[config.mk]
export PLATFORM = sky130hd
export DESIGN_NAME = pah_mac
export DESIGN_NICKNAME = d
export VERILOG_FILES = /design/src/design/assert_macros.svh /design/src/design/pah_pkg.sv /design/src/design/pah_mac.sv
export SDC_FILE = /design/constraint.sdc
export NUM_CORES = 2
export LEC_CHECK = 0
export ABC_AREA = 1
export BUFFER_PORTS_ARGS = -buffer_cell sky130_fd_sc_hd__buf_2
export CAP_MARGIN = 25
export CORE_ASPECT_RATIO = 1.1
export CORE_UTILIZATION = 40
export CTS_CLUSTER_SIZE = 28
export DETAILED_ROUTE_END_ITERATION = 16
export GPL_ROUTABILITY_DRIVEN = 0
export PLACE_DENSITY_LB_ADDON = 0.1
export SKIP_LAST_GASP = 1
export SYNTH_ARGS = -nofsm -noshare
export SYNTH_HDL_FRONTEND = slang
export SYNTH_SLANG_ARGS = --single-unit
[constraint.sdc]
create_clock -name i_clk -period 5.65 [get_ports i_clk]
set_input_delay 0.2825 -clock i_clk [delete_from_list [all_inputs] [get_ports i_clk]]
set_output_delay 0.2825 -clock i_clk [all_outputs]
set_load 0.005 [all_outputs]
[src/design/assert_macros.svh]
// ----------------------------------------------------------------------------
// assertion macros
// concurrent checks that drop out of synthesis builds
// ----------------------------------------------------------------------------
`ifndef ASSERT_MACROS_SVH
`define ASSERT_MACROS_SVH
`ifndef SYNTHESIS
// same-cycle implication
`define PAH_ASSERT_IMPLIES(label, clk, rst_n, ante, cons) \
    label: assert property (@(posedge clk) disable iff (!rst_n) (ante) |-> (cons)) \
        else $error("pah check failed");
// next-cycle implication
`define PAH_ASSERT_NEXT(label, clk, rst_n, ante, cons) \
    label: assert property (@(posedge clk) disable iff (!rst_n) (ante) |=> (cons)) \
        else $error("pah check failed");
`else
`define PAH_ASSERT_IMPLIES(label, clk, rst_n, ante, cons)
`define PAH_ASSERT_NEXT(label, clk, rst_n, ante, cons)
`endif
`endif

[src/design/pah_pkg.sv]
// ----------------------------------------------------------------------------
// pah_pkg
// shared types and constants of the piecewise age histogram
// ----------------------------------------------------------------------------
package pah_pkg;

    localparam int MAX_SAMPLES  = 4096;
    localparam int SAMPLE_AW    = $clog2(MAX_SAMPLES);
    localparam int CNT_W        = SAMPLE_AW + 1;
    localparam int MAX_SECTIONS = 256;
    localparam int SEC_W        = $clog2(MAX_SECTIONS + 1);
    localparam int MAX_BINS     = 64;
    localparam int BIN_AW       = $clog2(MAX_BINS);
    localparam int NB_W         = $clog2(MAX_BINS + 1);

    localparam int VAL_W    = 40;
    localparam int DEP_W    = 32;
    localparam int FRAC_W   = 16;
    localparam int BOUND_W  = DEP_W + SEC_W;
    localparam int COUNT_W  = 13;
    localparam int RNG_W    = 24;
    localparam int WID_W    = 39;

    localparam int CFG_IDX_W  = 3;
    localparam int CFG_DATA_W = 32;

    localparam int QUEUE_DEPTH = 4;
    localparam int QUEUE_AW    = $clog2(QUEUE_DEPTH);

    localparam logic signed [VAL_W-1:0] Q_MAX = {1'b0, {(VAL_W-1){1'b1}}};
    localparam logic signed [VAL_W-1:0] Q_MIN = {1'b1, {(VAL_W-1){1'b0}}};

    typedef enum logic [CFG_IDX_W-1:0] {
        REG_BASE_DEPTH,
        REG_SECTION_THICKNESS,
        REG_QUERY_DEPTH,
        REG_SECTION_COUNT,
        REG_BIN_TOTAL
    } t_cfg_reg;

    typedef struct packed {
        logic signed [VAL_W-1:0] value;
        logic                    row_end;
        logic                    set_end;
    } t_in_beat;

    typedef struct packed {
        logic [COUNT_W-1:0]      bin_count;
        logic [5:0]              bin_index;
        logic signed [RNG_W-1:0] range_low;
        logic signed [RNG_W-1:0] range_high;
        logic [WID_W-1:0]        bin_width;
        logic                    below_base;
        logic                    extrapolated;
        logic                    last_bin;
    } t_out_beat;

    // effective configuration, out-of-range counts already clamped
    typedef struct packed {
        logic [DEP_W-1:0] base;
        logic [DEP_W-1:0] thick;
        logic [DEP_W-1:0] query;
        logic [SEC_W-1:0] nsec;
        logic [NB_W-1:0]  nbins;
    } t_cfg;

    typedef enum logic [1:0] {
        OP_START,
        OP_SLOPE,
        OP_SKIP
    } t_op;

    typedef struct packed {
        t_op                     op;
        logic signed [VAL_W-1:0] value;
        logic [DEP_W-1:0]        weight;
        logic                    close;
        logic                    last_row;
    } t_queue_entry;

    typedef struct packed {
        logic                    go;
        logic [CNT_W-1:0]        count;
        logic signed [VAL_W-1:0] minimum;
        logic signed [VAL_W-1:0] maximum;
    } t_set_status;

    typedef struct packed {
        logic                 en;
        logic [SAMPLE_AW-1:0] addr;
        logic [VAL_W-1:0]     data;
    } t_store_wr;

endpackage

[src/design/pah_mac.sv]
// ----------------------------------------------------------------------------
// pah_mac
// slope times weight accumulation per row, sample store writes, min and max
// ----------------------------------------------------------------------------
module pah_mac (
    input  logic                  i_clk,
    input  logic                  i_rst_n,
    input  logic                  i_empty,
    input  pah_pkg::t_queue_entry i_head,
    output logic                  o_pop,
    output pah_pkg::t_store_wr    o_store,
    output pah_pkg::t_set_status  o_status,
    input  logic                  i_done
);
    import pah_pkg::*;

    localparam int PROD_W = VAL_W + FRAC_W + 1;

    typedef enum logic [1:0] {
        S_RUN,
        S_DRAIN,
        S_LAUNCH,
        S_WAIT
    } t_state;

    t_state                   r_state;
    logic                     r_a_valid;
    t_op                      r_a_op;
    logic signed [VAL_W-1:0]  r_a_value;
    logic                     r_a_close;
    logic                     r_a_last;
    logic signed [PROD_W-1:0] r_a_hi;
    logic signed [PROD_W-1:0] r_a_lo;
    logic                     r_b_valid;
    logic                     r_b_close;
    logic                     r_b_last;
    logic signed [VAL_W-1:0]  r_acc;
    logic [CNT_W-1:0]         r_count;
    logic signed [VAL_W-1:0]  r_min;
    logic signed [VAL_W-1:0]  r_max;

    logic                     pop;
    logic signed [PROD_W-1:0] hi_prod;
    logic signed [PROD_W-1:0] lo_prod;
    logic signed [PROD_W-1:0] term;
    logic signed [PROD_W:0]   sum;
    logic signed [VAL_W-1:0]  sat_sum;
    logic                     store_full;
    logic                     keep;

    always_comb begin
        pop     = (r_state == S_RUN) && !i_empty;
        hi_prod = $signed(i_head.value) * $signed({1'b0, i_head.weight[DEP_W-1:FRAC_W]});
        lo_prod = $signed(i_head.value) * $signed({1'b0, i_head.weight[FRAC_W-1:0]});
        // floor of the full product is the high part plus the floored low part
        term    = r_a_hi + (r_a_lo >>> FRAC_W);
        sum     = (PROD_W + 1)'(r_acc) + (PROD_W + 1)'(term);
        if (sum > (PROD_W + 1)'(Q_MAX)) begin
            sat_sum = Q_MAX;
        end else if (sum < (PROD_W + 1)'(Q_MIN)) begin
            sat_sum = Q_MIN;
        end else begin
            sat_sum = sum[VAL_W-1:0];
        end
        store_full = (r_count == CNT_W'(MAX_SAMPLES));
        keep       = r_b_valid && r_b_close && !store_full;
    end

    always_ff @(posedge i_clk) begin
        if (!i_rst_n) begin
            r_state   <= S_RUN;
            r_a_valid <= 1'b0;
            r_b_valid <= 1'b0;
            r_count   <= '0;
            r_min     <= Q_MAX;
            r_max     <= Q_MIN;
            r_acc     <= '0;
        end else begin
            // stage a: products
            r_a_valid <= pop;
            r_a_op    <= i_head.op;
            r_a_value <= i_head.value;
            r_a_close <= i_head.close;
            r_a_last  <= i_head.last_row;
            r_a_hi    <= hi_prod;
            r_a_lo    <= lo_prod;

            // stage b: accumulate
            r_b_valid <= r_a_valid;
            r_b_close <= r_a_close;
            r_b_last  <= r_a_last;
            if (r_a_valid) begin
                unique case (r_a_op)
                    OP_START: r_acc <= r_a_value;
                    OP_SLOPE: r_acc <= sat_sum;
                    default:  r_acc <= r_acc;
                endcase
            end

            // stage c: row close
            if (keep) begin
                r_count <= r_count + 1'b1;
                if (r_acc < r_min) begin
                    r_min <= r_acc;
                end
                if (r_acc > r_max) begin
                    r_max <= r_acc;
                end
            end

            unique case (r_state)
                S_RUN: begin
                    if (pop && i_head.last_row) begin
                        r_state <= S_DRAIN;
                    end
                end
                S_DRAIN: begin
                    if (r_b_valid && r_b_last) begin
                        r_state <= S_LAUNCH;
                    end
                end
                S_LAUNCH: begin
                    r_state <= S_WAIT;
                end
                S_WAIT: begin
                    if (i_done) begin
                        r_state <= S_RUN;
                        r_count <= '0;
                        r_min   <= Q_MAX;
                        r_max   <= Q_MIN;
                        r_acc   <= '0;
                    end
                end
                default: r_state <= S_RUN;
            endcase
        end
    end

    always_comb begin
        o_pop            = pop;
        o_store.en       = keep;
        o_store.addr     = r_count[SAMPLE_AW-1:0];
        o_store.data     = r_acc;
        o_status.go      = (r_state == S_LAUNCH);
        o_status.count   = r_count;
        o_status.minimum = r_min;
        o_status.maximum = r_max;
    end

endmodule

==> results.toml <==
[status]
status = "finished with violations"
violations = "negative setup slack"

[setup_path]
path_delay_family = "adder cells"
crit_arrival_ns = 5.99
cp_num_buf_inv = 9
critical-path-max-stage-delay_ns = 0.55
r2r_cells = 39
r2r-end = "r_acc[37]"
critPathLaunchType = "input pin"
critPathCaptureType = "flip-flop"
worst-endpoint-required_ns = 5.98
path_class = "input pin to flip-flop"
cp_slowest_cell = "fa_1"
critPathMaxFanout = 7
crit_top_cell = "fa_1"
rrSetupSlack_ns = 0.25
reg2reg_from = "r_a_hi[1]"

[timing]
post-route-period-util_pct = 100
finClkSkew_ns = 0.0221
relSlewSlack_pct = 38.5
setup_viol = 1
worst_slack_ns = -0.0156
worst_pin_slew_ns = 0.920
drv_slew = 0
max_freq_mhz = 177
rsz0062_at_grt = "yes"
min_period_ns = 5.67
hold_viol_final = 0

[route]
antenna_left = 0
num_vias = 57200
via_per_inst = 4.85
firstDrtPassIters = 6
first_iter_violations = 3051
finalWirelength_um = 220000
drc = 0
wl_per_cell_um = 18.7

[floorplanning]
rows = 154
core-area_um2 = 161000
num_io_pins = 228
design.die.area_um2 = 164000
start_util_pct = 40.5
die_height_um = 425
dieWidth_um = 386

[clock_tree]
cts_buffers = 35
clk_path_buf_depth = 3
cts_tree = "done"
clk_transition_reported_paths_ns = 0.06
clk-insertion-delay-late_ns = 0.58
htree_levels = 2
clock-root-buffer = "clkbuf_16"
cts_sinks = 281

[min_path]
holdPathStages = 1
hold_start = "i_head[46]"
whs_endpoint = "r_a_value[12]"
hold_class = "input pin to flip-flop"

[synth]
async_flop_share_pct = 0
synth_ff_type = "edfxtp_1"
synth.largest_area_cell = "fa_1"
yosys_warnings = 0
synth.cell_area_um2 = 65000
yosysMostFrequentCell = "inv_1"
synth_commonest_cells = "inv_1 (2360), nand2_1 (2356), fa_1 (1202), ha_1 (465), a21oi_1 (402)"
synth-edff-count = 144
syn_area_per_cell_um2 = 7.60
synth_cell_types = 64
syn_nets = 10300
synth_top_area_share_pct = 37.0
ys_seq_area_share_pct = 10.9
ys_ff_latch = 281
synthCells = 8552
synth_area_leaders = "fa_1 (37%), inv_1 (14%), nand2_1 (14%)"

[placed_design]
dp_slack_ns = -1.53
numPortBuffers = 227
dp.final_hpwl_um = 178000

[cells_and_area]
drive_above_1_share_pct = 21.4
syn2layout_area_growth_pct = 27.7
layout.nets = 11400
antennaDiodeCount = 0

[global_route]
grt_max_degree = 114
grt_pass1_wl_um = 329000
antenna_found_initial = 7
grt_pass1_vias = 60100
grt_use_total_pct = 25.8
grt.overflow.total = 0

[job]
cap_viol_max_count = 0
-- area by class of cell --
class	count	area [µm²]
fill	15700	77700
multi-input combinational	5583	50600
timing repair buffer	1375	12700
inverter	2374	8920
sequential	281	7070
tap	2106	2640
clock buffer	48	976
clock inverter	13	86.3
-- flip-flops by register name, indices dropped and copies added (netlist names) --
signal / count
r_count: 13
r_min: 40
r_b_valid: 1
r_max: 40
r_b_close: 1
r_b_last: 1
r_a_value: 40
r_a_last: 1
r_a_valid: 1
r_acc: 40
r_state: 2
r_a_close: 1
r_a_lo: 41
r_a_hi: 57
r_a_op: 2
-- kinds of logic (layout without fill, tap and decap cells) --
kind of cell,Yosys count,in the layout,share of synthesized area (%)
xor+xnor,203,203,2.74
buf+inv,2689,3810,15.8
compound gates,819,819,7.07
flops,281,281,10.9
simple gates,2893,2894,17.5
fa+ha+maj,1667,1667,46.0
-- metrics by stage --
stage	hold slack (ns)	instances	cell area [µm²]	util, %	setup TNS (ns)
finish	0.0419	11800	83000	51.6	-0.0156
global route	0.0114	11800	83000	51.6	-2.62
floorplan	0.362	8552	65200	-	-0.0404
detailed placement	0.420	11500	76000	47.3	-56.13
global placement	0.402	11500	76000	47.3	-53.51
CTS	0.00666	11600	78500	48.8	-0.693
-- how the worst max path moves through the flow --
stage                from         end  cells after the start
6_report       i_head[59]  r_a_lo[53]                     27
2_1_floorplan  i_head[46]  r_a_lo[41]                     30
5_1_grt        i_head[60]  r_a_lo[53]                     26
3_3_place_gp    i_head[5]  r_a_lo[53]                     26
4_1_cts        i_head[60]  r_a_lo[53]                     27
3_5_place_dp    i_head[5]  r_a_lo[53]                     26
-- timing repair --
action | CTS | global route
hold endpoints to repair | 5 | 3
buffers inserted | 50 | 111
resized for setup | 205 | 739
hold buffers | 5 | 3
endpoints found under the setup margin | 87 | 99
gates cloned | 3 | 30
pin swaps | 71 | 298
-- metal layers --
metal,vias to the layer above,track usage [%],routed length [µm]
li1,27200,-,-
met1,28200,32.6,91900
met2,1422,45.6,108000
met3,363,2.75,11100
met4,8,8.63,8750
met5,-,0,46
-- cell usage in the layout (no fill, tap or decap), types with 81 or more instances in the layout --
master,count
inv_2,87
edfxtp_1,144
buf_4,922
inv_1,2283
fa_1,1155
ha_1,378
xnor2_1,81
o21ai_0,165
nand2_2,97
a21oi_1,304
nand2_1,2255
buf_2,181
buf_12,124
dfxtp_1,137
xor2_1,115
nor2_1,242
nand3_1,84
a21oi_2,108
Power is left out: the tool's default activity adds up to more than one toggle a clock period on the data nets, which glitch-free logic cannot reach.
