--- config.mk ---
export PLATFORM = sky130hd
export DESIGN_NAME = pah_queue
export DESIGN_NICKNAME = d
export VERILOG_FILES = /design/src/design/assert_macros.svh /design/src/design/pah_pkg.sv /design/src/design/pah_queue.sv
export SDC_FILE = /design/constraint.sdc
export NUM_CORES = 1
export LEC_CHECK = 0
export BUFFER_PORTS_ARGS = -buffer_cell sky130_fd_sc_hd__buf_2
export CORE_ASPECT_RATIO = 0.9
export CORE_MARGIN = 2
export CORE_UTILIZATION = 57
export DETAILED_ROUTE_END_ITERATION = 8
export GPL_ROUTABILITY_DRIVEN = 0
export HOLD_SLACK_MARGIN = 0.06
export PLACE_DENSITY = 0.79
export RECOVER_POWER = 25
export SLEW_MARGIN = 0
export SYNTH_ARGS = -nofsm -noshare
export SYNTH_HDL_FRONTEND = slang
export SYNTH_SLANG_ARGS = --single-unit
--- constraint.sdc ---
create_clock -name i_clk -period 3.51 [get_ports i_clk]
set_clock_uncertainty 0.2 [all_clocks]
set_input_delay 0.1755 -clock i_clk [delete_from_list [all_inputs] [get_ports i_clk]]
set_output_delay 0.1755 -clock i_clk [all_outputs]
set_load 0.01 [all_outputs]
--- src/design/assert_macros.svh ---
// ----------------------------------------------------------------------------
// assertion macros
// concurrent checks that drop out of synthesis builds
// ----------------------------------------------------------------------------
`ifndef ASSERT_MACROS_SVH
`define ASSERT_MACROS_SVH
`ifndef SYNTHESIS
// same-cycle implication
`define PAH_ASSERT_IMPLIES(label, clk, rst_n, ante, cons) \
    label: assert property (@(posedge clk) disable iff (!rst_n) (ante) |-> (cons)) \
        else $error("pah check failed");
// next-cycle implication
`define PAH_ASSERT_NEXT(label, clk, rst_n, ante, cons) \
    label: assert property (@(posedge clk) disable iff (!rst_n) (ante) |=> (cons)) \
        else $error("pah check failed");
`else
`define PAH_ASSERT_IMPLIES(label, clk, rst_n, ante, cons)
`define PAH_ASSERT_NEXT(label, clk, rst_n, ante, cons)
`endif
`endif

--- src/design/pah_pkg.sv ---
// ----------------------------------------------------------------------------
// pah_pkg
// shared types and constants of the piecewise age histogram
// ----------------------------------------------------------------------------
package pah_pkg;

    localparam int MAX_SAMPLES  = 4096;
    localparam int SAMPLE_AW    = $clog2(MAX_SAMPLES);
    localparam int CNT_W        = SAMPLE_AW + 1;
    localparam int MAX_SECTIONS = 256;
    localparam int SEC_W        = $clog2(MAX_SECTIONS + 1);
    localparam int MAX_BINS     = 64;
    localparam int BIN_AW       = $clog2(MAX_BINS);
    localparam int NB_W         = $clog2(MAX_BINS + 1);

    localparam int VAL_W    = 40;
    localparam int DEP_W    = 32;
    localparam int FRAC_W   = 16;
    localparam int BOUND_W  = DEP_W + SEC_W;
    localparam int COUNT_W  = 13;
    localparam int RNG_W    = 24;
    localparam int WID_W    = 39;

    localparam int CFG_IDX_W  = 3;
    localparam int CFG_DATA_W = 32;

    localparam int QUEUE_DEPTH = 4;
    localparam int QUEUE_AW    = $clog2(QUEUE_DEPTH);

    localparam logic signed [VAL_W-1:0] Q_MAX = {1'b0, {(VAL_W-1){1'b1}}};
    localparam logic signed [VAL_W-1:0] Q_MIN = {1'b1, {(VAL_W-1){1'b0}}};

    typedef enum logic [CFG_IDX_W-1:0] {
        REG_BASE_DEPTH,
        REG_SECTION_THICKNESS,
        REG_QUERY_DEPTH,
        REG_SECTION_COUNT,
        REG_BIN_TOTAL
    } t_cfg_reg;

    typedef struct packed {
        logic signed [VAL_W-1:0] value;
        logic                    row_end;
        logic                    set_end;
    } t_in_beat;

    typedef struct packed {
        logic [COUNT_W-1:0]      bin_count;
        logic [5:0]              bin_index;
        logic signed [RNG_W-1:0] range_low;
        logic signed [RNG_W-1:0] range_high;
        logic [WID_W-1:0]        bin_width;
        logic                    below_base;
        logic                    extrapolated;
        logic                    last_bin;
    } t_out_beat;

    // effective configuration, out-of-range counts already clamped
    typedef struct packed {
        logic [DEP_W-1:0] base;
        logic [DEP_W-1:0] thick;
        logic [DEP_W-1:0] query;
        logic [SEC_W-1:0] nsec;
        logic [NB_W-1:0]  nbins;
    } t_cfg;

    typedef enum logic [1:0] {
        OP_START,
        OP_SLOPE,
        OP_SKIP
    } t_op;

    typedef struct packed {
        t_op                     op;
        logic signed [VAL_W-1:0] value;
        logic [DEP_W-1:0]        weight;
        logic                    close;
        logic                    last_row;
    } t_queue_entry;

    typedef struct packed {
        logic                    go;
        logic [CNT_W-1:0]        count;
        logic signed [VAL_W-1:0] minimum;
        logic signed [VAL_W-1:0] maximum;
    } t_set_status;

    typedef struct packed {
        logic                 en;
        logic [SAMPLE_AW-1:0] addr;
        logic [VAL_W-1:0]     data;
    } t_store_wr;

endpackage

--- src/design/pah_queue.sv ---
// ----------------------------------------------------------------------------
// pah_queue
// short queue between the classifying front and the accumulating back
// ----------------------------------------------------------------------------
module pah_queue (
    input  logic                  i_clk,
    input  logic                  i_rst_n,
    input  logic                  i_push,
    input  pah_pkg::t_queue_entry i_entry,
    input  logic                  i_pop,
    output pah_pkg::t_queue_entry o_head,
    output logic                  o_full,
    output logic                  o_empty
);
    import pah_pkg::*;

    t_queue_entry        r_mem [QUEUE_DEPTH];
    logic [QUEUE_AW-1:0] r_wr;
    logic [QUEUE_AW-1:0] r_rd;
    logic [QUEUE_AW:0]   r_cnt;

    always_ff @(posedge i_clk) begin
        if (i_push) begin
            r_mem[r_wr] <= i_entry;
        end
    end

    always_ff @(posedge i_clk) begin
        if (!i_rst_n) begin
            r_wr  <= '0;
            r_rd  <= '0;
            r_cnt <= '0;
        end else begin
            if (i_push) begin
                r_wr <= r_wr + 1'b1;
            end
            if (i_pop) begin
                r_rd <= r_rd + 1'b1;
            end
            if (i_push && !i_pop) begin
                r_cnt <= r_cnt + 1'b1;
            end else if (i_pop && !i_push) begin
                r_cnt <= r_cnt - 1'b1;
            end
        end
    end

    assign o_head  = r_mem[r_rd];
    assign o_full  = (r_cnt == (QUEUE_AW + 1)'(QUEUE_DEPTH));
    assign o_empty = (r_cnt == '0);

endmodule

==> results.cfg, run 1 <==
[timing]
setup_viol = 0
hold_viol = 0
tightest_slew_ns = 0.639
finalSetupTns_ns = 0
fin_crit_sh_pct = 77.3
finalMaxSlewViolations = 0
min_period_ns = 2.71
rsz0062_at_grt = no
fmax_ghz = 0.369
worst_slack_ns = 0.798
slew_headroom_pct = 57.4

[logic_synthesis]
syn-instance-count = 440
synth_top_area_share_pct = 79.7
synth.distinct_cells = 22
synth.most_common_cell = edfxtp_1
seq_area_frac_synth_pct = 81.3
synth_commonest_cells = 304 x edfxtp_1, 76 x mux4_2, 9 x and2_1, 9 x dfxtp_1
syn-cell-area_um2 = 11500
ys.flop_type = edfxtp_1
yosys_warnings = 0
async_flop_share_pct = 0
synth_top_area_cell = edfxtp_1
syn_nets = 526
synth_edf_count = 304
syn_area_per_cell_um2 = 26.0
ys_top_cells_by_area = edfxtp_1 80%, mux4_2 15%, dfxtp_1 1.6%
synth_seq_cells = 313

[global_route]
grt-ovfl-total = 0
grt_max_degree = 51
grt_pass1_wl_um = 33100
gr-usage-all-layers_pct = 20.3
grt_pass1_vias = 5905
antenna_found_initial = 0

[die]
die_y_um = 138
die_area_um2 = 21200
core_area_um2 = 19900
ioPinCount = 158
die_w_um = 153
start_util_pct = 57.7
fp-row-count = 49

[finish]
utilization_pct = 72.1
num_antenna_cells = 0
seq_area_um2 = 9320
nets = 787
post_route_cells_drive_above_1_share_pct = 33.8
final_cell_area_um2 = 14300
syn2layout_area_growth_pct = 25.0
multi_input_area_um2 = 1970
fillers = 1152

[detailed_routing]
wl_met1_um = 8600
wl_um = 21300
wl_per_cell_um = 21.7
drtPass1Iterations = 4
dr_total_vias = 5538
dr_wl_met3_um = 1280
wl_met2_um = 11000
via_per_inst = 5.65
ant_nets = 0
routed.top_layer = met4
drt_iter0_drc = 406
drcViolationCount = 0

[place]
place_hpwl_um = 11900
placedInstanceArea_um2 = 12500
io_buffer_count = 157
place_ws_ns = 1.29

[setup_path]
worstPathMaxFanout = 42
crit_type = flop to output port
cp.required_ns = 3.13
crit_path_end_kind = output port
critical_path.startpoint_type = flop
reg2reg_from = r_wr[0]
worstPathArrival_ns = 2.34

[clock_tree]
clk_pin_slew_ns = 0.06
clock-sinks = 313
clockBufferDepth = 3
cts_max_level = 1
cts_buffers = 30
cts_tree = built
cts_root_buffer = clkbuf_16
clk_latency_ns = 0.53
postCtsResizedCells = 0

[pwr]
intPower_mw = 6.75
ir_drop_uv = 490
pwr-share-clk_pct = 39.1
p_sw_mw = 1.78
combPwrFrac_pct = 9.6
power_density_nw_per_um2 = 596
p_leak_nw = 4.81
swShare_pct = 20.8
seq_power_share_pct = 51.3

[run]
max_cap_violations = 0

[min_path]
hold_class = input pin to flop
worstHoldStart = i_entry[20]

[run_status]
outcome = finished clean
## final cells by class
class	instances	share of cell area [%]
flip-flops and latches	313	65.1
multi-input cells	106	13.8
repair buffers	246	11.6
clock buffers	37	5.57
well taps	255	2.23
clock inverters	19	1.69
inverters	4	0.105
## cell families after synthesis
kind of cell | share of synthesized area (%)
adders and majority gates | 0.721
muxes | 15.1
AOI/OAI and AO/OA | 0.109
buffers and inverters | 1.62
DFF | 81.3
xor gates and xnor gates | 0.382
and+or+nand+nor | 0.797
## registers in the layout (all words and copies together) (netlist names), named ones only
name	flops
r_wr	2
r_rd	2
r_mem	304
r_cnt	3
## worst paths after layout
kind         slack, ns  cells after the start            to
max               0.80                      3     o_head[4]
min               0.19                      2  r_mem[0][20]
min reg2reg       0.34                      2      r_cnt[2]
max reg2reg       1.50                      4  r_mem[2][66]
## power groups by stage
stage                     sequential (mW)  combinational [mW]  clock [mW]
after detailed placement             4.45               0.762           0
final                                4.37               0.822        3.33
after floorplan                      4.41               0.494           0
after CTS                            4.37               0.842        3.38
after global placement               4.44               0.746           0
after global routing                 4.39               0.886        3.53
## metal layers
metal	vias to the layer above	track usage [%]
met4	0	5.07
met2	196	34.7
met1	2904	27.3
met3	33	4.29
li1	2405	-
met5	-	0
## what timing repair did
item	in CTS	in global routing
setup buffers	0	0
hold buffers	80	0
setup endpoints to repair	0	0
endpoints found under the hold margin	313	0
## through the flow
stage	hold WS [ns]	cells	power (mW)
CTS	0.160	980	8.60
global route	0.213	980	8.80
global placement	0.183	844	5.18
finish	0.195	980	8.53
detailed placement	0.191	844	5.21
floorplan	0.0744	440	4.91
## cell usage in the layout, fill, tap and decap left out, drive strengths merged, types with 4 or more instances in the layout
cell type	n
clkbuf	83
clkinv	11
edfxtp	304
mux4	76
inv	4
and2	9
dfxtp	9
bufinv	6
ha	5
dlygate4sd3	80
buf	120
## critical path, stage by stage (launching register included)
cell	delay (ns)
dfxtp_4	0.74
buf_4	0.46
mux4_2	0.38
buf_2	0.16
No activity file was read; power rests on OpenSTA's default activity.
==> inputs of run 2 (changes only) <==
- ABC_AREA: unset -> 1
- clock period: 3.51 -> 2.7 ns (I/O delays scaled with it)
==> run 2 against run 1 <==
Effect of this change: hold slack worse by 0.033 ns; area after synthesis increased by 3.3%; highest routed layer unchanged; sequential share of layout area is 1.2 points lower; critical endpoint is now o_head[75]; largest cell class unchanged.
==> results.cfg, run 2 <==
[pwr]
p_leak_nw = 5.10
total_power_mw = 10.8
ir_drop_uv = 556
power_density_nw_per_um2 = 743

[detailed_routing]
wl_per_cell_um = 19.5
drt_iter0_drc = 756
wl_um = 25700
drtPass1Iterations = 5
via_per_inst = 5.73
ant_nets = 0
dr_total_vias = 7547
drcViolationCount = 0

[setup_path]
max_stage_delay_ns = 0.57
crit_type = flop to output port
reg2reg_from = r_cnt[0]
worstPathMaxFanout = 106
slowest_stage = dfxtp_4
worstPathArrival_ns = 2.20
cp.required_ns = 2.37
r2r_slack_ns = 0.59
cp_cell_sequence = buf_16 > o21ai_0 > o22ai_1 > buf_2
critical_path.startpoint_type = flop
crit_path_end_kind = output port

[global_route]
grt_max_degree = 107
grt_pass1_vias = 7167
grt_pass1_wl_um = 38700
gr-usage-all-layers_pct = 23.0
antenna_found_initial = 2
grt-ovfl-total = 0

[finish]
regMostFlops = r_mem
post_route_cells_drive_above_1_share_pct = 19.3
final_cell_mix = 304 x edfxtp_1, 154 x o21ai_0, 141 x nor2_1
final_cells = 1317
syn2layout_area_growth_pct = 23.2
reg_top3 = r_mem: 304 flops, r_cnt: 3 flops
final_cell_area_um2 = 14600
mostFrequentLayoutCell = edfxtp_1
utilization_pct = 70.9
fillers = 1328
nets = 1122
largest_reg_flops = 304

[logic_synthesis]
synth.most_common_cell = edfxtp_1
syn_area_per_cell_um2 = 14.9
syn_nets = 879
synth_seq_cells = 313
synth.distinct_cells = 26
synth_top_area_cell = edfxtp_1
async_flop_share_pct = 0
ys_top_cells_by_area = edfxtp_1 77%, o21ai_0 6.5%, nor2_1 4.5%
synth_commonest_cells = 304 x edfxtp_1, 154 x o21ai_0, 141 x nor2_1
synth_edf_count = 304
syn-instance-count = 793
synth_top_area_share_pct = 77.1
syn-cell-area_um2 = 11800
ys.flop_type = edfxtp_1
yosys_warnings = 0
seq_area_frac_synth_pct = 78.6

[clock_tree]
cts_root_buffer = clkbuf_16
cts_buffers = 31
cts_max_level = 1
cts_tree = built
clk_pin_slew_ns = 0.06
clk_latency_ns = 0.54
clock-sinks = 313
clockBufferDepth = 3

[place]
place_hpwl_um = 14400
dp_cells = 1180
place_ws_ns = 0.549
placedInstanceArea_um2 = 12800
io_buffer_count = 157

[die]
fp-row-count = 50
ioPinCount = 158
die_y_um = 141
core_area_um2 = 20600
die_area_um2 = 21900
start_util_pct = 57.5
die_w_um = 156

[run]
max_cap_violations = 0

[timing]
hold_viol = 0
fin_crit_sh_pct = 94.0
finalMaxSlewViolations = 0
rsz0062_at_grt = no
finalSetupTns_ns = 0
hold_ws_ns = 0.162
slew_headroom_pct = 52.4
min_period_ns = 2.54
tightest_slew_ns = 0.713
fmax_ghz = 0.394
worst_slack_ns = 0.163
setup_viol = 0

[min_path]
hold_class = input pin to flop
worstHoldStart = i_entry[49]

[run_status]
outcome = finished clean
## run 2: changes by cell type after synthesis, moves of 11 or more
cell      previous run  this run
o22ai_1              0        71
inv_1                4        15
o21ai_0              1       154
clkbuf_1             0        13
nor2_1               0       141
mux4_2              76         0
nor2_2               0        16
## run 2: repair_timing
item | 4_1_cts | 5_1_grt
hold endpoints to repair | 327 | 0
gates resized for setup | 0 | 5
hold buffers | 81 | 0
setup buffers | 1 | 1
endpoints found under the setup margin | 7 | 4
## run 2: final cells by class
type | count | area, µm² | share of cell area (%)
Clock inverter | 18 | 191 | 1.31
Inverter | 17 | 85.1 | 0.583
Antenna cell | 1 | 2.50 | 0.0172
Timing Repair Buffer | 259 | 1790 | 12.3
Tap cell | 260 | 325 | 2.23
Sequential cell | 313 | 9310 | 63.8
Multi-Input combinational cell | 414 | 2090 | 14.3
Clock buffer | 35 | 791 | 5.42
## run 2: cell families after synthesis
group                    count (synthesis)  share of synthesized area (%)
AND/OR/NAND/NOR                        170                           5.78
AO/OA/AOI/OAI                          238                           11.1
adder cells (fa/ha/maj)                  6                          0.698
flip-flops                             313                           78.6
buffers and inverters                   66                           3.76
## run 2: path summary, 6_finish.rpt
path                                endpoint  depth (start not counted)
worst min-delay path            r_mem[1][49]                          2
worst min register to register          flop                          1
worst max-delay path              o_head[75]                          4
worst max register to register      r_cnt[2]                          7
## run 2: power by group
| group | total, mW | switching [mW] | internal, mW |
|---|---|---|---|
| sequential | 5.61 | 0.0629 | 5.55 |
| clock | 4.14 | 1.68 | 2.46 |
| combinational | 1.09 | 0.681 | 0.404 |
| total | 10.8 | 2.42 | 8.42 |
## run 2: worst max-delay path, delay by kind of cell (launching register included)
family,cells,cell delay (ns)
flip-flops,1,0.57
buffers and inverters,2,0.56
AO/OA/AOI/OAI,2,0.44
## run 2: per-layer routing
metal	track usage (%)	vias up	part of all wire, %
li1	-	3479	-
met1	32.9	3663	41
met2	36.8	347	48
met3	4.09	58	8.1
met4	7.00	0	2.7
met5	0	-	0
