## src/design/assert_macros.svh

```systemverilog
// ----------------------------------------------------------------------------
// assertion macros
// concurrent checks that drop out of synthesis builds
// ----------------------------------------------------------------------------
`ifndef ASSERT_MACROS_SVH
`define ASSERT_MACROS_SVH
`ifndef SYNTHESIS
// same-cycle implication
`define PAH_ASSERT_IMPLIES(label, clk, rst_n, ante, cons) \
    label: assert property (@(posedge clk) disable iff (!rst_n) (ante) |-> (cons)) \
        else $error("pah check failed");
// next-cycle implication
`define PAH_ASSERT_NEXT(label, clk, rst_n, ante, cons) \
    label: assert property (@(posedge clk) disable iff (!rst_n) (ante) |=> (cons)) \
        else $error("pah check failed");
`else
`define PAH_ASSERT_IMPLIES(label, clk, rst_n, ante, cons)
`define PAH_ASSERT_NEXT(label, clk, rst_n, ante, cons)
`endif
`endif

```

## src/design/pah_pkg.sv

```systemverilog
// ----------------------------------------------------------------------------
// pah_pkg
// shared types and constants of the piecewise age histogram
// ----------------------------------------------------------------------------
package pah_pkg;

    localparam int MAX_SAMPLES  = 4096;
    localparam int SAMPLE_AW    = $clog2(MAX_SAMPLES);
    localparam int CNT_W        = SAMPLE_AW + 1;
    localparam int MAX_SECTIONS = 256;
    localparam int SEC_W        = $clog2(MAX_SECTIONS + 1);
    localparam int MAX_BINS     = 64;
    localparam int BIN_AW       = $clog2(MAX_BINS);
    localparam int NB_W         = $clog2(MAX_BINS + 1);

    localparam int VAL_W    = 40;
    localparam int DEP_W    = 32;
    localparam int FRAC_W   = 16;
    localparam int BOUND_W  = DEP_W + SEC_W;
    localparam int COUNT_W  = 13;
    localparam int RNG_W    = 24;
    localparam int WID_W    = 39;

    localparam int CFG_IDX_W  = 3;
    localparam int CFG_DATA_W = 32;

    localparam int QUEUE_DEPTH = 4;
    localparam int QUEUE_AW    = $clog2(QUEUE_DEPTH);

    localparam logic signed [VAL_W-1:0] Q_MAX = {1'b0, {(VAL_W-1){1'b1}}};
    localparam logic signed [VAL_W-1:0] Q_MIN = {1'b1, {(VAL_W-1){1'b0}}};

    typedef enum logic [CFG_IDX_W-1:0] {
        REG_BASE_DEPTH,
        REG_SECTION_THICKNESS,
        REG_QUERY_DEPTH,
        REG_SECTION_COUNT,
        REG_BIN_TOTAL
    } t_cfg_reg;

    typedef struct packed {
        logic signed [VAL_W-1:0] value;
        logic                    row_end;
        logic                    set_end;
    } t_in_beat;

    typedef struct packed {
        logic [COUNT_W-1:0]      bin_count;
        logic [5:0]              bin_index;
        logic signed [RNG_W-1:0] range_low;
        logic signed [RNG_W-1:0] range_high;
        logic [WID_W-1:0]        bin_width;
        logic                    below_base;
        logic                    extrapolated;
        logic                    last_bin;
    } t_out_beat;

    // effective configuration, out-of-range counts already clamped
    typedef struct packed {
        logic [DEP_W-1:0] base;
        logic [DEP_W-1:0] thick;
        logic [DEP_W-1:0] query;
        logic [SEC_W-1:0] nsec;
        logic [NB_W-1:0]  nbins;
    } t_cfg;

    typedef enum logic [1:0] {
        OP_START,
        OP_SLOPE,
        OP_SKIP
    } t_op;

    typedef struct packed {
        t_op                     op;
        logic signed [VAL_W-1:0] value;
        logic [DEP_W-1:0]        weight;
        logic                    close;
        logic                    last_row;
    } t_queue_entry;

    typedef struct packed {
        logic                    go;
        logic [CNT_W-1:0]        count;
        logic signed [VAL_W-1:0] minimum;
        logic signed [VAL_W-1:0] maximum;
    } t_set_status;

    typedef struct packed {
        logic                 en;
        logic [SAMPLE_AW-1:0] addr;
        logic [VAL_W-1:0]     data;
    } t_store_wr;

endpackage

```

## src/design/pah_front.sv

```systemverilog
// ----------------------------------------------------------------------------
// pah_front
// takes row elements, tracks the column and works out each section weight
// ----------------------------------------------------------------------------
module pah_front (
    input  logic                  i_clk,
    input  logic                  i_rst_n,
    input  pah_pkg::t_cfg         i_cfg,
    input  logic                  i_valid,
    output logic                  o_ready,
    input  pah_pkg::t_in_beat     i_beat,
    input  logic                  i_full,
    output logic                  o_push,
    output pah_pkg::t_queue_entry o_entry
);
    import pah_pkg::*;

    logic [SEC_W-1:0]   r_col, n_col;
    logic [BOUND_W-1:0] r_bound, n_bound;
    logic               accept;
    logic               slope_col;
    logic [DEP_W-1:0]   diff;
    logic [DEP_W-1:0]   weight;

    always_comb begin
        accept    = i_valid && !i_full;
        slope_col = (r_col != '0) && (r_col <= i_cfg.nsec);
        diff      = i_cfg.query - r_bound[DEP_W-1:0];
        // weight clamps to the thickness except in the last section
        if ({{SEC_W{1'b0}}, i_cfg.query} <= r_bound) begin
            weight = '0;
        end else if ((r_col < i_cfg.nsec) && (diff > i_cfg.thick)) begin
            weight = i_cfg.thick;
        end else begin
            weight = diff;
        end

        o_entry.value    = i_beat.value;
        o_entry.weight   = weight;
        o_entry.close    = i_beat.row_end || i_beat.set_end;
        o_entry.last_row = i_beat.set_end;
        if (r_col == '0) begin
            o_entry.op = OP_START;
        end else if (slope_col) begin
            o_entry.op = OP_SLOPE;
        end else begin
            o_entry.op = OP_SKIP;
        end

        n_col   = r_col;
        n_bound = r_bound;
        if (accept) begin
            if (r_col == '0) begin
                n_bound = {{SEC_W{1'b0}}, i_cfg.base};
            end else if (slope_col) begin
                n_bound = r_bound + {{SEC_W{1'b0}}, i_cfg.thick};
            end
            if (i_beat.row_end || i_beat.set_end) begin
                n_col = '0;
            end else if (r_col <= i_cfg.nsec) begin
                n_col = r_col + 1'b1;
            end
        end
    end

    always_ff @(posedge i_clk) begin
        if (!i_rst_n) begin
            r_col   <= '0;
            r_bound <= '0;
        end else begin
            r_col   <= n_col;
            r_bound <= n_bound;
        end
    end

    assign o_ready = !i_full;
    assign o_push  = accept;

endmodule

```

## config.mk

```make
export PLATFORM = sky130hd
export DESIGN_NAME = pah_front
export DESIGN_NICKNAME = d
export VERILOG_FILES = /design/src/design/assert_macros.svh /design/src/design/pah_pkg.sv /design/src/design/pah_front.sv
export SDC_FILE = /design/constraint.sdc
export NUM_CORES = 1
export LEC_CHECK = 0
export BUFFER_PORTS_ARGS = -buffer_cell sky130_fd_sc_hd__buf_2
export CELL_PAD_IN_SITES_DETAIL_PLACEMENT = 0
export CELL_PAD_IN_SITES_GLOBAL_PLACEMENT = 2
export CORE_MARGIN = 4
export CORE_UTILIZATION = 29
export CTS_BUF_LIST = sky130_fd_sc_hd__clkbuf_8
export CTS_CLUSTER_DIAMETER = 30
export DETAILED_ROUTE_END_ITERATION = 8
export PLACE_DENSITY_LB_ADDON = 0.15
export SETUP_SLACK_MARGIN = 0.02
export SYNTH_ARGS = -nofsm -noshare
export SYNTH_HDL_FRONTEND = slang
export SYNTH_SLANG_ARGS = --single-unit
export TNS_END_PERCENT = 30
```

## constraint.sdc

```tcl
create_clock -name i_clk -period 5.4 [get_ports i_clk]
set_input_delay 0.27 -clock i_clk [delete_from_list [all_inputs] [get_ports i_clk]]
set_output_delay 0.27 -clock i_clk [all_outputs]
set_load 0.05 [all_outputs]
```

==> impl_metrics.ini, run 1 <==
[job]
max_cap_violations = 0

[sta]
setup_viol = 27
finalHoldViolCount = 0
skew_ps = 18.1
min_period_over_period = 1.02
worst_slew_margin_rel = 0.271
setup_tns_ps = -2010
drv_slew = 0
fmax_mhz = 181
layout_min_cycle_time_ps = 5520
worstMarginPinSlew_ps = 1090
post-route-worst-setup-slack_ps = -124
rsz0062_at_grt = yes
whs_ps = 193

[synthesis]
netlist_instances = 997
synth_area_leaders = ha_1, dfxtp_1, a21oi_1
synth-main-ff-cell = dfxtp_1
synth_top_area_cell = ha_1
synth_top_area_share = 0.180
synthesis.area_um2 = 7420
yosysWarningCount = 0
synth-edff-count = 0
avgSynthCellArea_um2 = 7.44
async_flop_share = 0
syn-num-nets = 1264
yosysSeqAreaShare = 0.135
synthDistinctLibCells = 69
ys_seq_elements = 50

[setup_path]
critPathKind = reg2out
worstSetupEndpointType = primary output
cpPeakStageDelay_ps = 410
required_ps = 5130
crit_top_cell = buf_4
slowest_stage = dfxtp_1
crit_path_start_kind = register
crit_arrival_ps = 5250
cp_max_fo = 6

[layout]
layout-drive-gt1-share = 0.279
fin_area_um2 = 9580
area_growth_pct = 29.1
seq_area_um2 = 1010
n_antenna_cell = 0
layout_common_cells = buf_2, ha_1, inv_1
final_cells = 1501
multi_input_area_um2 = 5910
fillCellCount = 2710
final_common_cell = buf_2
nNetsFinal = 1437

[place]
port_buffers = 148
dp_cells = 1476
dp_hpwl_mm = 21.2
place_congestion = 0.852
placed_area_um2 = 8740

[global_route]
grt_pass1_vias = 7631
overflow = 0
grt_max_degree = 44
grt_use_total = 0.184
antenna_found_initial = 0
grt_first_pass_wirelength_mm = 41.6

[floorplanning]
placeableCoreArea_um2 = 25200
fp.dieH_um = 168
rows = 58
dieWidth_um = 168
io_pins = 236
dieArea_um2 = 28200
start_util = 0.295

[status]
outcome = finished with violations
violations = setup timing

[clock_tree]
cts_root_buf = clkbuf_8
clock-sinks = 50
cts_tree = done
max-clock-path-buffers = 2
cts_hold_buf = 0
htreeDepth = 2
path_clk_slew_ps = 120
cts_made_buffers = 5
clk_latency_ps = 340

[power]
p_leak_uw = 0.00471
finalPower_uw = 2470
pwr_density_cell_nw_per_um2 = 258
peakVddDrop_uv = 217

[route]
vias_per_cell = 5.04
route.detailed.drc = 0
vias = 7568
wl_per_cell_um = 17.9
route.antenna.remaining_nets = 0
routed_wl_mm = 26.9
drt-pass1-iter-count = 6
drtIter0Drc = 271

[worst_hold_path]
worst_hold_path_type = in2reg
flip-flops by register name, indices dropped and copies added, names as in the netlist:
signal,count
r_bound,41
r_col,9
logic make-up (layout without fill, tap and decap cells):
family | after synthesis | after routing | share of synthesized area
xor+xnor | 70 | 70 | 0.0827
simple gates | 271 | 271 | 0.174
mux | 27 | 27 | 0.0366
buf+inv | 170 | 344 | 0.110
flops | 50 | 50 | 0.135
fa+ha+maj | 109 | 109 | 0.186
compound gates | 300 | 300 | 0.276
critical path: cells and delay by family (launching register included):
kind                       cells  cell delay [ps]
adders and majority gates      2              610
DFF                            1              410
xor gates and xnor gates       1              100
muxes                          1              180
and+or+nand+nor                5              720
AOI/OAI and AO/OA              8             1730
buffers and inverters          8             1130
Yosys cell counts (all sizes together), types with 2 or more instances:
library cell	instances
o311ai	2
a311o	2
nand2	75
inv	93
dfxtp	50
o41ai	2
o21ai	44
nor4b	3
and2	4
mux2i	26
o21a	13
nor3	8
o21bai	15
or2	4
fa	2
ha	107
a21o	42
a211oi	12
clkbuf	26
xor2	36
nor2	88
nand4	23
o211ai	19
a211o	2
nand3b	2
a21boi	2
o31ai	4
nor4	5
and3	8
nor2b	10
a21oi	92
a31oi	17
a2111oi	2
o2111ai	2
or3	10
or4bb	2
buf	51
xnor2	34
o211a	17
and4	2
nand3	16
a311oi	4
nand2b	10
metal layers:
layer | track usage | part of all wire | up-vias
met3 | 0.0216 | 0.034 | 28
met1 | 0.260 | 0.50 | 3521
met4 | 0.0399 | 0.014 | 0
met2 | 0.303 | 0.46 | 145
li1 | - | - | 3874
met5 | 0 | 0 | -
what timing repair did:
action                                  4_1_cts  5_1_grt
setup buffers                                 7        7
cloned                                        3        1
resized for setup                           106       31
pin swaps                                    20        8
endpoints found under the setup margin       32       32
metrics by stage:
stage	util	worst slack, ps
floorplan	-	-307
global placement	0.347	-229
detailed placement	0.347	-290
CTS	0.372	-221
global route	0.380	-414
finish	0.380	-124
final timing paths:
check | depth (start not counted) | endpoint | from | slack (ps)
worst max-delay path | 25 | o_entry[3] | r_bound[17] | -120
worst min-delay path | 3 | r_bound[23] | i_cfg[103] | 190
worst max register to register | 13 | r_bound[40] | r_bound[0] | 1610
worst min register to register | 2 | r_bound[16] | r_bound[16] | 490
layout make-up:
cell class	instances	share of cell area
multi-input combinational	777	0.617
tap	330	0.0431
inverter	93	0.0365
clock buffer	6	0.00862
timing repair buffer	243	0.185
sequential	50	0.105
clock inverter	2	0.00405
power by group:
part	internal (µW)	switching, µW
Sequential	387	14.9
Combinational	770	987
Clock	153	164
Total	1310	1170
(Power assumes the default switching activity.)
==> run 2: changes to the inputs <==
--- a/config.mk
+++ b/config.mk
@@ -8,8 +8,9 @@
 export BUFFER_PORTS_ARGS = -buffer_cell sky130_fd_sc_hd__buf_2
 export CELL_PAD_IN_SITES_DETAIL_PLACEMENT = 0
 export CELL_PAD_IN_SITES_GLOBAL_PLACEMENT = 2
+export CORE_ASPECT_RATIO = 1.75
 export CORE_MARGIN = 4
-export CORE_UTILIZATION = 29
+export CORE_UTILIZATION = 26
 export CTS_BUF_LIST = sky130_fd_sc_hd__clkbuf_8
 export CTS_CLUSTER_DIAMETER = 30
 export DETAILED_ROUTE_END_ITERATION = 8
==> constraint.sdc (replaced) <==
create_clock -name i_clk -period 4.57 [get_ports i_clk]
set_input_delay 0.2285 -clock i_clk [delete_from_list [all_inputs] [get_ports i_clk]]
set_output_delay 0.2285 -clock i_clk [all_outputs]
set_load 0.05 [all_outputs]
==> run 2 against run 1 <==
Compared with the run above: critical path depth unchanged; combinational power increased by 39%; global-route usage increased by 0.54 points; register-to-register slack got worse by 880 ps; cell count increased by 7.7%; the run still ends with setup timing left; sequential cell count unchanged.
==> impl_metrics.ini, run 2 (synthesis results as in run 1) <==
[sta]
finalHoldViolCount = 0
fmax_mhz = 178
drv_slew = 0
layout_min_cycle_time_ps = 5630
setup_viol = 32
rsz0062_at_grt = yes
min_period_over_period = 1.23
post-route-worst-setup-slack_ps = -1060
worst_slew_margin_rel = 0.226
worstMarginPinSlew_ps = 1150
skew_ps = 13.6
setup_tns_ps = -29750

[floorplanning]
io_pins = 236
placeableCoreArea_um2 = 28100
start_util = 0.264
dieWidth_um = 136
rows = 81
dieArea_um2 = 31400
fp.dieH_um = 231

[layout]
area_growth_pct = 41.3
top_regs = r_bound x41, r_col x9
nNetsFinal = 1509
layout_common_cells = buf_4, buf_2, ha_1
largest_reg_flops = 41
top_register = r_bound
layout-drive-gt1-share = 0.340
fillCellCount = 3063
final_common_cell = buf_4

[clock_tree]
max-clock-path-buffers = 2
clock-sinks = 50
clk_latency_ps = 360
path_clk_slew_ps = 130
cts_tree = done
cts_made_buffers = 5
htreeDepth = 2
cts_root_buf = clkbuf_8

[place]
port_buffers = 148
place_congestion = 0.838
preCtsSetupSlack_ps = -869
dp_hpwl_mm = 24.6

[setup_path]
crit_top_cell = a21oi_2
critPathKind = reg2out
cp_max_fo = 5
worstSetupEndpointType = primary output
rrSetupSlack_ps = 730
crit_path_start_kind = register
required_ps = 4340
r2r-start = r_bound[0]
crit_arrival_ps = 5400
cpPeakStageDelay_ps = 550
crit_family = compound AO/OA/AOI/OAI gates
ff2ff_path_depth = 15
crit_buf_inv = 4
reg2reg_to = r_bound[40]
slowest_stage = or4bb_4

[global_route]
grt_max_degree = 36
grt_use_total = 0.190
grt_pass1_vias = 8143
antenna_found_initial = 0
grt_first_pass_wirelength_mm = 45.5
overflow = 0

[route]
route.antenna.remaining_nets = 0
route.detailed.drc = 0
routed_wl_mm = 30.1
drt-pass1-iter-count = 4
drtIter0Drc = 195
wl_per_cell_um = 18.6
vias_per_cell = 4.85
vias = 7835

[status]
violations = setup timing
outcome = finished with violations

[power]
p_leak_uw = 0.00503
peakVddDrop_uv = 158
pwr_density_cell_nw_per_um2 = 310

[worst_hold_path]
worst_hold_path_type = in2reg
whs_endpoint = r_bound[23]
hold_start = i_cfg[103]
min_path_cells = 3

[job]
max_cap_violations = 0
[run 2: cell count changes in the layout (fill, tap and decap cells not counted), moves of 11 or more]
cell / delta
buf_6: -11
buf_4: +77
mux2i_1: -18
mux2i_4: +19
nor2_4: +20
nor2_1: -21
[run 2: how the worst max path moves through the flow]
stage                from  slack [ps]          end  depth (start not counted)
3_3_place_gp    i_cfg[16]        -790  o_entry[32]                         26
6_report       r_bound[0]       -1060  o_entry[32]                         25
4_1_cts        r_bound[0]       -1030  o_entry[32]                         25
3_5_place_dp    i_cfg[16]        -870  o_entry[32]                         26
2_1_floorplan  r_bound[0]        -170  o_entry[17]                         23
5_1_grt        r_bound[0]       -1320  o_entry[32]                         26
[run 2: tightest hold or removal path, cell delays in order]
cell and delay [ps]:
buf_2 100, nand2_1 50, a31oi_1 70
[run 2: metal layers]
layer | up-vias | GRT usage | part of all wire
met3 | 41 | 0.0224 | 0.034
met1 | 3637 | 0.203 | 0.38
li1 | 4003 | - | -
met2 | 154 | 0.370 | 0.55
met5 | - | 0 | 0
met4 | 0 | 0.0725 | 0.037
[run 2: report_power, final]
group | leakage (µW) | switching [µW] | internal, µW
sequential | 0.000410 | 13.6 | 457
combinational | 0.00458 | 1320 | 1120
clock | 0.0000478 | 212 | 126
[run 2: repair_timing]
item,4_1_cts,5_1_grt
buffers inserted,5,10
hold buffers,0,0
endpoints found under the setup margin,32,32
pin swaps,18,30
gates resized for setup,47,73
gates cloned,1,2
[run 2: area by class of cell]
class                      count  area, µm²  share of cell area
clock buffer                   6       82.6             0.00788
antenna                        1       2.50            0.000239
multi-input combinational    777       6260               0.597
tap                          373        467              0.0445
clock inverter                 2       16.3             0.00155
timing repair buffer         315       2300               0.220
sequential                    50       1000              0.0959
inverter                      93        349              0.0333
[run 2: per-stage QoR]
stage	std cells	hold slack, ps	utilization	area [µm²]	power [µW]
after global routing	1616	136	0.373	10500	3470
after global placement	1590	457	0.346	9710	2550
after CTS	1604	106	0.359	10100	3040
after detailed placement	1590	457	0.346	9710	2540
final	1617	132	0.373	10500	3250
after floorplan	997	381	-	7830	1960
==> run 3: changes to the inputs <==
--- a/config.mk
+++ b/config.mk
@@ -5,12 +5,13 @@
 export SDC_FILE = /design/constraint.sdc
 export NUM_CORES = 1
 export LEC_CHECK = 0
+export ABC_AREA = 1
 export BUFFER_PORTS_ARGS = -buffer_cell sky130_fd_sc_hd__buf_2
 export CELL_PAD_IN_SITES_DETAIL_PLACEMENT = 0
 export CELL_PAD_IN_SITES_GLOBAL_PLACEMENT = 2
 export CORE_ASPECT_RATIO = 1.75
 export CORE_MARGIN = 4
-export CORE_UTILIZATION = 26
+export CORE_UTILIZATION = 29
 export CTS_BUF_LIST = sky130_fd_sc_hd__clkbuf_8
 export CTS_CLUSTER_DIAMETER = 30
 export DETAILED_ROUTE_END_ITERATION = 8
==> constraint.sdc (replaced) <==
create_clock -name i_clk -period 7.25 [get_ports i_clk]
set_input_delay 0.3625 -clock i_clk [delete_from_list [all_inputs] [get_ports i_clk]]
set_output_delay 0.3625 -clock i_clk [all_outputs]
set_load 0.05 [all_outputs]
==> run 3 against run 2 <==
Compared with the run above: the flow now finishes without violations; setup slack better by 2700 ps; cell count is 41% higher; sequential cell count stayed put; count of clock-buffer cells in the layout stayed put; cell area is 0.70% lower; critical path type unchanged.
==> impl_metrics.ini, run 3 <==
[layout]
layout-drive-gt1-share = 0.0968
largest_reg_flops = 41
final_cells = 2282
area_growth_pct = 9.87
top_register = r_bound
fillCellCount = 3900
fin_util = 0.323
layout_common_cells = nand2_1, inv_1, nor2_1
nNetsFinal = 2147
top_regs = r_bound x41, r_col x9
final_common_cell = nand2_1

[setup_path]
crit_arrival_ps = 5220
critPathKind = reg2out
startpoint = r_bound[2]
r2r-start = r_col[4]
crit_top_cell = nand2_1
crit_path_start_kind = register
required_ps = 6890
slowest_stage = nand2_1
cp_max_fo = 29
cpPeakStageDelay_ps = 490
worstSetupEndpointType = primary output

[power]
peakVddDrop_uv = 101
seq_power_share = 0.181
power_frac_clock = 0.113
p_leak_uw = 0.00609
p_int_uw = 696
swShare = 0.580
pwr_density_cell_nw_per_um2 = 159
finalPower_uw = 1660
p_sw_uw = 962
combinationalPowerShare = 0.705

[global_route]
antenna_found_initial = 1
grt_pass1_vias = 10600
grt_max_degree = 43
grt_first_pass_wirelength_mm = 58.7
overflow = 0
grt_use_total = 0.217

[clock_tree]
post_cts_resized = 0
htreeDepth = 2
cts_tree = done
clk_latency_ps = 340
path_clk_slew_ps = 110
cts_setup_buffers = 0
cts_root_buf = clkbuf_8
clock-sinks = 50
cts_made_buffers = 5
cts_hold_buf = 0
max-clock-path-buffers = 2

[synthesis]
synth_area_leaders = nand2_1, inv_1, ha_1
yosysWarningCount = 0
ys_seq_elements = 50
netlist_instances = 1789
synth_top_area_cell = nand2_1
async_flop_share = 0
syn-num-nets = 2056
synth_common_cells = nand2_1, inv_1, nor2_1
synthesis.area_um2 = 9470
synth-edff-count = 0
synth-main-ff-cell = dfxtp_1
synth_top_area_share = 0.239
synthDistinctLibCells = 39
yosysSeqAreaShare = 0.106
avgSynthCellArea_um2 = 5.30
yosys.cell_count.top_type = nand2_1

[job]
max_cap_violations = 0

[route]
route.detailed.drc = 0
wl_per_cell_um = 17.2
vias = 10600
routed_wl_mm = 39.2
wl_met2_mm = 21.5
wl_met1_mm = 15.0
route.antenna.remaining_nets = 0
met3WireLength_um = 998
vias_per_cell = 4.65
drtIter0Drc = 430
drt-pass1-iter-count = 5
dr.max_layer_used = met4

[floorplanning]
io_pins = 236
rows = 87
dieWidth_um = 145
placeableCoreArea_um2 = 32200
fp.dieH_um = 247
dieArea_um2 = 35700
start_util = 0.294

[sta]
worstMarginPinSlew_ps = 740
fmax_mhz = 179
setup_tns_ps = 0
finalHoldViolCount = 0
layout_min_cycle_time_ps = 5580
drv_slew = 0
worst_slew_margin_rel = 0.506
min_period_over_period = 0.770
rsz0062_at_grt = no
setup_viol = 0
skew_ps = 13.2
whs_ps = 307

[place]
dp_hpwl_mm = 34.3
place_congestion = 0.917
port_buffers = 148
dp_cells = 2273

[status]
outcome = finished, final reports clean

[worst_hold_path]
worst_hold_path_type = in2reg
hold_start = i_beat[1]
-- run 3: worst paths after layout --
kind | end | slack [ps] | cells past startpoint
worst max-delay path | o_entry[27] | 1670 | 26
worst min-delay path | r_col[6] | 310 | 4
worst max register to register | r_bound[14] | 3870 | 12
worst min register to register | r_bound[26] | 500 | 2
-- run 3: final cells by class --
type                       count  area (µm²)  area share
multi-input combinational   1309        6670       0.641
inverter                     359        1350       0.130
sequential                    50        1000      0.0962
timing repair buffer         155         793      0.0762
tap                          400         500      0.0481
clock buffer                   6        82.6     0.00793
clock inverter                 2        8.76    0.000842
antenna                        1        2.50    0.000240
-- run 3: worst max-delay path: cells and delay by family (launching register included) --
kind	cells	cell delay (ps)
and+or+nand+nor	18	2760
adders and majority gates	2	620
AOI/OAI and AO/OA	1	400
buffers and inverters	5	750
DFF	1	350
-- run 3: power groups by stage --
stage / sequential (µW) / combinational (µW) / clock [µW]
CTS: 301 / 1190 / 201
global placement: 306 / 1190 / 0
floorplan: 303 / 902 / 0
global route: 303 / 1310 / 207
detailed placement: 307 / 1190 / 0
finish: 301 / 1170 / 188
-- run 3: stage by stage --
| stage | instance area, µm² | setup WS, ps |
|---|---|---|
| 3_5_place_dp | 10300 | 1860 |
| 2_1_floorplan | 9470 | 3170 |
| 4_1_cts | 10400 | 1540 |
| 6_report | 10400 | 1670 |
| 5_1_grt | 10400 | 1280 |
| 3_3_place_gp | 10300 | 1880 |
-- run 3: logic make-up (layout without fill, tap and decap cells) --
family / after synthesis / count (layout) / share of synthesized area
adder cells (fa/ha/maj): 109 / 109 / 0.146
AND/OR/NAND/NOR: 955 / 955 / 0.410
other: 0 / 1 / 0
AO/OA/AOI/OAI: 214 / 214 / 0.120
buffers and inverters: 430 / 522 / 0.190
XOR/XNOR: 31 / 31 / 0.0287
flip-flops: 50 / 50 / 0.106
-- run 3: metal layers --
| layer | vias to the layer above | GRT usage |
|---|---|---|
| met2 | 176 | 0.430 |
| met5 | - | 0 |
| li1 | 5659 | - |
| met4 | 0 | 0.0879 |
| met1 | 4714 | 0.230 |
| met3 | 52 | 0.0147 |
